## src/hdl/pcmrms_pkg.sv

```systemverilog
// pcmrms_pkg: widths and constants of the rms level meter
// no dependencies; used by the top level by scoped names
`timescale 1ns / 1ps

package pcmrms_pkg;

   // sample and result widths
   localparam int SAMPLE_W    = 16;
   localparam int MAG_W       = 17;
   localparam int LEVEL_W     = 17;
   localparam int RSP_TDATA_W = 24;

   // log2 mantissa format, q1.30
   localparam int MANT_BITS = 30;
   localparam int MANT_W    = 31;

   // shared multiplier
   localparam int MUL_W  = 31;
   localparam int PROD_W = 62;
   localparam int TRUNC_W = 32;

   // 10*log10(2) in q16 and the -160 db floor in q8.8
   localparam logic [MUL_W-1:0]   TEN_LOG10_2_Q16 = 31'd197283;
   localparam logic [LEVEL_W-1:0] FLOOR_Q88       = 17'd40960;

endpackage

```

## src/hdl/pcmrms_norm.sv

```systemverilog
// pcmrms_norm: iterative leading-one normalizer, one binary search step a cycle
// no dependencies; used by pcm_rms_level_meter_db_top
`timescale 1ns / 1ps

module pcmrms_norm #(
   parameter int VAL_W = 43
) (
   input  logic                       clock,
   input  logic                       reset,
   input  logic                       load,
   input  logic [VAL_W-1:0]           value,
   output logic                       busy,
   output logic [VAL_W-1:0]           norm_val,
   output logic [$clog2(VAL_W)-1:0]   shift_cnt
);

   localparam int SHC_W  = $clog2(VAL_W);
   localparam int NSH    = SHC_W;
   localparam int STEP_W = $clog2(NSH);

   logic [VAL_W-1:0]  val_ff, val_in;
   logic [SHC_W-1:0]  shc_ff, shc_in;
   logic [STEP_W-1:0] step_ff, step_in;
   logic              busy_ff, busy_in;
   logic [SHC_W-1:0]  sh_amt;
   logic [VAL_W-1:0]  hi_mask;

   // shift by the current power of two when the top bits are all zero
   always_comb begin
      sh_amt  = SHC_W'(1) << step_ff;
      hi_mask = ~({VAL_W{1'b1}} >> sh_amt);
      val_in  = val_ff;
      shc_in  = shc_ff;
      step_in = step_ff;
      busy_in = busy_ff;
      if (load) begin
         val_in  = value;
         shc_in  = '0;
         step_in = STEP_W'(NSH - 1);
         busy_in = 1'b1;
      end else if (busy_ff) begin
         if ((val_ff & hi_mask) == '0) begin
            val_in = val_ff << sh_amt;
            shc_in = shc_ff + sh_amt;
         end
         if (step_ff == '0) begin
            busy_in = 1'b0;
         end else begin
            step_in = step_ff - STEP_W'(1);
         end
      end
   end

   // control state
   always_ff @(posedge clock) begin
      if (reset) begin
         busy_ff <= 1'b0;
      end else begin
         busy_ff <= busy_in;
      end
   end

   // datapath
   always_ff @(posedge clock) begin
      val_ff  <= val_in;
      shc_ff  <= shc_in;
      step_ff <= step_in;
   end

   assign busy      = busy_ff;
   assign norm_val  = val_ff;
   assign shift_cnt = shc_ff;

endmodule

```

## src/hdl/pcm_rms_level_meter_db_top.sv

```systemverilog
// pcm_rms_level_meter_db_top: frame rms level in dbfs from 16-bit pcm samples
// depends on pcmrms_pkg and pcmrms_norm
`timescale 1ns / 1ps
//
// channel   direction  tdata                          tlast / tuser
// req_*     in         [15:0] sample                  tlast = frame_end
// rsp_*     out        [16:0] level_db (q8.8), zeros  none
//
// a sample without frame end passes through accept, square and accumulate.
// a frame end sample then goes on through the one shared 31x31 multiplier that
// squares the log2 mantissa once per fraction bit, for the sum and then the count.
// reset clears the sum, the count and the result valid flag; a stalled result
// holds the block only when the next frame end is ready to be delivered.

module pcm_rms_level_meter_db_top #(
   parameter int MAX_FRAME     = 4096,
   parameter int LOG_FRAC_BITS = 12
) (
   input  logic                                clock,
   input  logic                                reset,
   input  logic                                req_tvalid,
   output logic                                req_tready,
   input  logic [pcmrms_pkg::SAMPLE_W-1:0]     req_tdata,   // [15:0] sample
   input  logic                                req_tlast,
   output logic                                rsp_tvalid,
   input  logic                                rsp_tready,
   output logic [pcmrms_pkg::RSP_TDATA_W-1:0]  rsp_tdata    // [16:0] level_db, [23:17] zero
);

   localparam int CNT_W  = $clog2(MAX_FRAME + 1);
   localparam int SUM_W  = pcmrms_pkg::MANT_BITS + CNT_W;
   localparam int PW     = $clog2(SUM_W);
   localparam int LOG_W  = PW + LOG_FRAC_BITS;
   localparam int ITER_W = $clog2(LOG_FRAC_BITS);
   localparam logic [LOG_W-1:0] LOG_OFFSET =
      LOG_W'(pcmrms_pkg::MANT_BITS * (2 ** LOG_FRAC_BITS));
   localparam logic [pcmrms_pkg::PROD_W-1:0] RND_HALF =
      pcmrms_pkg::PROD_W'(1) << (LOG_FRAC_BITS + 7);

   // sequencer codes
   localparam logic [3:0] ST_IDLE  = 4'd0;
   localparam logic [3:0] ST_SQ    = 4'd1;
   localparam logic [3:0] ST_ACC   = 4'd2;
   localparam logic [3:0] ST_LOAD  = 4'd3;
   localparam logic [3:0] ST_NORM  = 4'd4;
   localparam logic [3:0] ST_MANT  = 4'd5;
   localparam logic [3:0] ST_SQR   = 4'd6;
   localparam logic [3:0] ST_FIX   = 4'd7;
   localparam logic [3:0] ST_LOGD  = 4'd8;
   localparam logic [3:0] ST_SCALE = 4'd9;
   localparam logic [3:0] ST_RND   = 4'd10;
   localparam logic [3:0] ST_OUT   = 4'd11;

   logic [3:0]                           state_ff, state_in;
   logic [SUM_W-1:0]                     sum_ff, sum_in;
   logic [CNT_W-1:0]                     cnt_ff, cnt_in;
   logic                                 rsp_valid_ff, rsp_valid_in;
   logic [pcmrms_pkg::LEVEL_W-1:0]       rsp_data_ff, rsp_data_in;
   logic [pcmrms_pkg::MAG_W-1:0]         abs_ff, abs_in;
   logic                                 last_ff, last_in;
   logic                                 counted_ff, counted_in;
   logic                                 phase_ff, phase_in;
   logic [pcmrms_pkg::MANT_W-1:0]        mant_ff, mant_in;
   logic [PW-1:0]                        p_ff, p_in;
   logic [LOG_FRAC_BITS-1:0]             frac_ff, frac_in;
   logic [ITER_W-1:0]                    iter_ff, iter_in;
   logic [LOG_W-1:0]                     ls_ff, ls_in;
   logic [LOG_W-1:0]                     diff_ff, diff_in;
   logic [pcmrms_pkg::LEVEL_W-1:0]       mag_ff, mag_in;
   logic [pcmrms_pkg::PROD_W-1:0]        prod_ff, prod_in;
   logic [pcmrms_pkg::MUL_W-1:0]         mul_a, mul_b;

   logic                                 norm_load;
   logic [SUM_W-1:0]                     norm_value;
   logic                                 norm_busy;
   logic [SUM_W-1:0]                     norm_val;
   logic [PW-1:0]                        norm_shc;

   logic signed [pcmrms_pkg::MAG_W-1:0]  sample_ext;
   logic [pcmrms_pkg::TRUNC_W-1:0]       sq_trunc;
   logic [LOG_W-1:0]                     log_now;
   logic [LOG_W-1:0]                     sub_val;
   logic [pcmrms_pkg::PROD_W-1:0]        rnd_val;

   // leading-one search for both logarithms
   pcmrms_norm #(
      .VAL_W (SUM_W)
   ) u_norm (
      .clock     (clock),
      .reset     (reset),
      .load      (norm_load),
      .value     (norm_value),
      .busy      (norm_busy),
      .norm_val  (norm_val),
      .shift_cnt (norm_shc)
   );

   // shared multiplier operand select
   always_comb begin
      case (state_ff)
         ST_SQ: begin
            mul_a = pcmrms_pkg::MUL_W'(abs_ff);
            mul_b = pcmrms_pkg::MUL_W'(abs_ff);
         end
         ST_SQR: begin
            mul_a = mant_ff;
            mul_b = mant_ff;
         end
         ST_SCALE: begin
            mul_a = pcmrms_pkg::MUL_W'(diff_ff);
            mul_b = pcmrms_pkg::TEN_LOG10_2_Q16;
         end
         default: begin
            mul_a = '0;
            mul_b = '0;
         end
      endcase
   end

   assign prod_in = pcmrms_pkg::PROD_W'(mul_a) * pcmrms_pkg::PROD_W'(mul_b);

   // sequencer
   always_comb begin
      state_in     = state_ff;
      sum_in       = sum_ff;
      cnt_in       = cnt_ff;
      rsp_valid_in = rsp_valid_ff;
      rsp_data_in  = rsp_data_ff;
      abs_in       = abs_ff;
      last_in      = last_ff;
      counted_in   = counted_ff;
      phase_in     = phase_ff;
      mant_in      = mant_ff;
      p_in         = p_ff;
      frac_in      = frac_ff;
      iter_in      = iter_ff;
      ls_in        = ls_ff;
      diff_in      = diff_ff;
      mag_in       = mag_ff;
      norm_load    = 1'b0;
      norm_value   = sum_ff;

      sample_ext = $signed({req_tdata[pcmrms_pkg::SAMPLE_W-1], req_tdata});
      sq_trunc   = prod_ff[pcmrms_pkg::MANT_BITS +: pcmrms_pkg::TRUNC_W];
      log_now    = {p_ff, frac_ff};
      sub_val    = log_now + LOG_OFFSET;
      rnd_val    = (prod_ff + RND_HALF) >> (LOG_FRAC_BITS + 8);

      // result register drains independently
      if (rsp_valid_ff && rsp_tready) begin
         rsp_valid_in = 1'b0;
      end

      case (state_ff)
         ST_IDLE: begin
            if (req_tvalid) begin
               abs_in     = (sample_ext < 0) ? pcmrms_pkg::MAG_W'(-sample_ext)
                                             : pcmrms_pkg::MAG_W'(sample_ext);
               last_in    = req_tlast;
               counted_in = (cnt_ff < CNT_W'(MAX_FRAME));
               state_in   = ST_SQ;
            end
         end
         ST_SQ: begin
            state_in = ST_ACC;
         end
         ST_ACC: begin
            if (counted_ff) begin
               sum_in = sum_ff + SUM_W'(prod_ff[pcmrms_pkg::TRUNC_W-1:0]);
               cnt_in = cnt_ff + CNT_W'(1);
            end
            state_in = last_ff ? ST_LOAD : ST_IDLE;
         end
         ST_LOAD: begin
            // silent frame goes straight to the floor
            if (sum_ff == '0) begin
               mag_in   = pcmrms_pkg::FLOOR_Q88;
               state_in = ST_OUT;
            end else begin
               norm_load  = 1'b1;
               norm_value = sum_ff;
               phase_in   = 1'b0;
               state_in   = ST_NORM;
            end
         end
         ST_NORM: begin
            if (!norm_busy) begin
               state_in = ST_MANT;
            end
         end
         ST_MANT: begin
            mant_in  = norm_val[SUM_W-1 -: pcmrms_pkg::MANT_W];
            p_in     = PW'(SUM_W - 1) - norm_shc;
            frac_in  = '0;
            iter_in  = '0;
            state_in = ST_SQR;
         end
         ST_SQR: begin
            state_in = ST_FIX;
         end
         ST_FIX: begin
            // one fraction bit per squaring
            frac_in = {frac_ff[LOG_FRAC_BITS-2:0], sq_trunc[pcmrms_pkg::TRUNC_W-1]};
            mant_in = sq_trunc[pcmrms_pkg::TRUNC_W-1] ?
                      sq_trunc[pcmrms_pkg::TRUNC_W-1:1] :
                      sq_trunc[pcmrms_pkg::MANT_W-1:0];
            if (iter_ff == ITER_W'(LOG_FRAC_BITS - 1)) begin
               state_in = ST_LOGD;
            end else begin
               iter_in  = iter_ff + ITER_W'(1);
               state_in = ST_SQR;
            end
         end
         ST_LOGD: begin
            if (!phase_ff) begin
               // sum log done, start on the count
               ls_in      = log_now;
               norm_load  = 1'b1;
               norm_value = SUM_W'(cnt_ff);
               phase_in   = 1'b1;
               state_in   = ST_NORM;
            end else if (ls_ff >= sub_val) begin
               mag_in   = '0;
               state_in = ST_OUT;
            end else begin
               diff_in  = sub_val - ls_ff;
               state_in = ST_SCALE;
            end
         end
         ST_SCALE: begin
            state_in = ST_RND;
         end
         ST_RND: begin
            // round half up, clamp at the floor
            if (rnd_val > pcmrms_pkg::PROD_W'(pcmrms_pkg::FLOOR_Q88)) begin
               mag_in = pcmrms_pkg::FLOOR_Q88;
            end else begin
               mag_in = rnd_val[pcmrms_pkg::LEVEL_W-1:0];
            end
            state_in = ST_OUT;
         end
         ST_OUT: begin
            if (!rsp_valid_ff || rsp_tready) begin
               rsp_valid_in = 1'b1;
               rsp_data_in  = pcmrms_pkg::LEVEL_W'(0) - mag_ff;
               sum_in       = '0;
               cnt_in       = '0;
               state_in     = ST_IDLE;
            end
         end
         default: begin
            state_in = ST_IDLE;
         end
      endcase
   end

   // control state and frame accumulators
   always_ff @(posedge clock) begin
      if (reset) begin
         state_ff     <= ST_IDLE;
         sum_ff       <= '0;
         cnt_ff       <= '0;
         rsp_valid_ff <= 1'b0;
      end else begin
         state_ff     <= state_in;
         sum_ff       <= sum_in;
         cnt_ff       <= cnt_in;
         rsp_valid_ff <= rsp_valid_in;
      end
   end

   // datapath registers
   always_ff @(posedge clock) begin
      rsp_data_ff <= rsp_data_in;
      abs_ff      <= abs_in;
      last_ff     <= last_in;
      counted_ff  <= counted_in;
      phase_ff    <= phase_in;
      mant_ff     <= mant_in;
      p_ff        <= p_in;
      frac_ff     <= frac_in;
      iter_ff     <= iter_in;
      ls_ff       <= ls_in;
      diff_ff     <= diff_in;
      mag_ff      <= mag_in;
      prod_ff     <= prod_in;
   end

   assign req_tready = (state_ff == ST_IDLE);
   assign rsp_tvalid = rsp_valid_ff;
   assign rsp_tdata  = {{(pcmrms_pkg::RSP_TDATA_W - pcmrms_pkg::LEVEL_W){1'b0}}, rsp_data_ff};

endmodule

```

## config.mk

```make
export PLATFORM = sky130hd
export DESIGN_NAME = pcm_rms_level_meter_db_top
export DESIGN_NICKNAME = d
export VERILOG_FILES = /design/src/hdl/pcmrms_pkg.sv /design/src/hdl/pcmrms_norm.sv /design/src/hdl/pcm_rms_level_meter_db_top.sv
export SDC_FILE = /design/constraint.sdc
export NUM_CORES = 2
export LEC_CHECK = 0
export BUFFER_PORTS_ARGS = -buffer_cell sky130_fd_sc_hd__buf_2
export CAP_MARGIN = 10
export CORE_ASPECT_RATIO = 0.75
export CORE_MARGIN = 2
export CORE_UTILIZATION = 55
export CTS_CLUSTER_DIAMETER = 60
export DETAILED_ROUTE_END_ITERATION = 8
export PLACE_DENSITY = 0.71
export SLEW_MARGIN = 10
export SYNTH_ARGS = -nofsm -noshare
export SYNTH_HDL_FRONTEND = slang
export SYNTH_SLANG_ARGS = --single-unit
```

## constraint.sdc

```tcl
create_clock -name clock -period 12.4 [get_ports clock]
set_input_delay 1.86 -clock clock [delete_from_list [all_inputs] [get_ports clock]]
set_output_delay 1.86 -clock clock [all_outputs]
set_load 0.05 [all_outputs]
```

==> results_dict.tcl <==
set metrics [dict create \
    drc 0 \
    rsz0062_at_grt "false" \
    first_pass_iters 8 \
    crit_path_frequent_cell "fa_1" \
    dieWidth_um 343 \
    ioPinCount 47 \
    p_per_area_mw_per_mm2 97.5 \
    cp_top_family "adder cells" \
    synth.avg_cell_area_um2 9.05 \
    clock_path_buffers 3 \
    vias 37734 \
    slew_violations 0 \
    h-tree-depth 1 \
    grt_pass1_vias 37117 \
    synth-seq-cells 319 \
    antenna_found_initial 4 \
    skew_ns 0.0187 \
    cts_setup_buffers 0 \
    tns_ns 0 \
    port_buffers 39 \
    syn_area_mm2 0.0475 \
    wire_per_inst_um 23.4 \
    num_rows 93 \
    min_path_type "flip-flop to flip-flop" \
    place_area_mm2 0.0488 \
    clk_latency_ns 0.60 \
    timing.critical_path.buf_inv 4 \
    fin_crit_ns 11.40 \
    postCtsHoldBufs 0 \
    vias_per_cell 5.97 \
    die_h_um 259 \
    path_clk_slew_ns 0.08 \
    tightest_slew_ns 1.31 \
    slowest_delay_ns 0.82 \
    p_switching_w 0.00228 \
    synth-seq-area-share_pct 17.3 \
    status "finished clean" \
    crit_fanout 19 \
    grt_overflow_total 0 \
    peakVddDrop_mv 0.118 \
    cts_tree "built" \
    grt_start_max_net_pins 69 \
    ys_warn_count 0 \
    initial_core_util_pct 55.4 \
    ant_nets 0 \
    setup_violations 0 \
    timing.final.crit_share_pct 91.9 \
    final_nets 6311 \
    wirelength_mm 148 \
    syn_inst 5254 \
    seqPwrFrac_pct 29.7 \
    core_mm2 0.0858 \
    critPathKind "flip-flop to flip-flop" \
    clock_power_share_pct 19.5 \
    switching_share_pct 47.0 \
    drive_gt1_share_pct 4.19 \
    end_kind "flip-flop" \
    synth-async-reset-ratio_pct 0 \
    synth-edff-count 186 \
    hold_violations 0 \
    slowest_stage "o21ai_0" \
    netlist.top_cell.by_area "fa_1" \
    ys_types 89 \
    required_ns 12.87 \
    dp_hpwl_mm 119 \
    root_buffer "clkbuf_16" \
    fmax_mhz 87.7 \
    ctsResizeCount 0 \
    crit_arrival_ns 11.87 \
    gp_congestion 1.06 \
    dr.first_iter.drc_count 4636 \
    p_leak_nw 24.8 \
    power_frac_comb_pct 50.9 \
    fin_ws_ns 1.00 \
    numClockSinks 319 \
    synth.top_cell.area_share_pct 34.4 \
    die-area_mm2 0.0888 \
    relSlewSlack_pct 12.4 \
    grt_use_total_pct 33.8 \
    synthFlopType "edfxtp_1" \
    cts_buffers 30 \
    intPower_w 0.00257 \
    synth_area_leaders "fa_1 34%, edfxtp_1 12%, ha_1 8.5%" \
    dp_slack_ns 1.55 \
    area_growth_pct 4.80 \
    grt_pass1_wl_mm 226 \
    startpoint_type "flip-flop" \
    drv_cap 0 \
    post-route-cell-area_mm2 0.0498 \
]
cells in the mapped netlist, types with 78 or more instances:
cell and number:
ha_1 323, a21oi_1 196, xnor2_1 107, mux2i_1 170, edfxtp_1 186, dfxtp_1 133, nor2_1 498, nand2_1 631
clkbuf_1 216, inv_1 991, o21ai_0 147, fa_1 817, and3_1 78
area by class of cell:
class                   instances  area (µm²)
diodes                          4        10.0
clock buffers                  35         800
clock inverters                21         180
fillers                      7465       35900
inverters                    1001        3760
multi-input cells            3687       34700
flip-flops and latches        319        8250
well taps                    1140        1430
repair buffers                111         736
state kept, by name, indices dropped and copies added, names as in the netlist, 3 cells and up:
name	count
abs_ff	17
cnt_ff	13
diff_ff	18
frac_ff	12
iter_ff	4
ls_ff	18
mag_ff	17
mant_ff	31
p_ff	6
prod_ff	62
rsp_data_ff	17
state_ff	4
sum_ff	43
u_norm.norm_val	43
u_norm.shift_cnt	6
u_norm.step_ff	3
through the flow:
stage / util (%) / power (W) / cells / hold slack (ns)
floorplan: - / 0.00301 / 5262 / 0.426
global placement: 56.9 / 0.00379 / 6258 / 0.429
detailed placement: 56.9 / 0.00382 / 6258 / 0.438
CTS: 58.1 / 0.00476 / 6314 / 0.455
global route: 58.1 / 0.00507 / 6314 / 0.485
finish: 58.1 / 0.00486 / 6318 / 0.460
cell usage in the layout, fill, tap and decap left out, types with 39 or more instances in the layout:
cell	instances
edfxtp_1	186
nor2_1	496
buf_2	39
nand2_1	630
fa_1	817
and3_1	77
o21ai_0	147
nand3_1	65
a21oi_1	193
xor2_1	75
xnor2_1	107
buf_4	72
nor3_1	53
inv_1	991
a21o_1	69
dfxtp_1	132
mux2i_1	170
ha_1	322
power groups by stage:
| stage | clock network, W | registers, W | logic, W |
|---|---|---|---|
| final | 0.000945 | 0.00144 | 0.00247 |
| after global routing | 0.000994 | 0.00145 | 0.00263 |
| after CTS | 0.000950 | 0.00143 | 0.00237 |
| after detailed placement | 0 | 0.00146 | 0.00236 |
| after global placement | 0 | 0.00145 | 0.00234 |
| after floorplan | 0 | 0.00135 | 0.00166 |
metal layers:
metal  up-vias  wire, µm  global-route usage (%)
met3       280     22800                    12.3
met2      2370     58000                    45.4
li1      16416         -                       -
met4         4      4730                    9.00
met5         -       127                   0.908
met1     18664     62000                    50.8
logic make-up after synthesis:
kind of cell | after synthesis | share of synthesized area [%]
AND/OR/NAND/NOR | 1540 | 14.2
buffers and inverters | 1256 | 10.0
adder cells (fa/ha/maj) | 1140 | 42.9
AO/OA/AOI/OAI | 646 | 8.56
flip-flops | 319 | 17.3
XOR/XNOR | 182 | 3.35
multiplexers | 170 | 3.58
other | 1 | 0.00789
final timing paths:
check	startpoint	end	slack [ns]	cells past startpoint
hold reg to reg	frac_ff[0]$_SDFFCE_PN0P_	ls_ff[0]$_DFFE_PP_	0.46	0
setup / recovery	state_ff[2]$_SDFFE_PP0P_	prod_ff[61]$_DFF_P_	1.0	28
hold / removal	frac_ff[0]$_SDFFCE_PN0P_	ls_ff[0]$_DFFE_PP_	0.46	0
setup reg to reg	state_ff[2]$_SDFFE_PP0P_	prod_ff[61]$_DFF_P_	1.0	28
(Power assumes the default switching activity.)
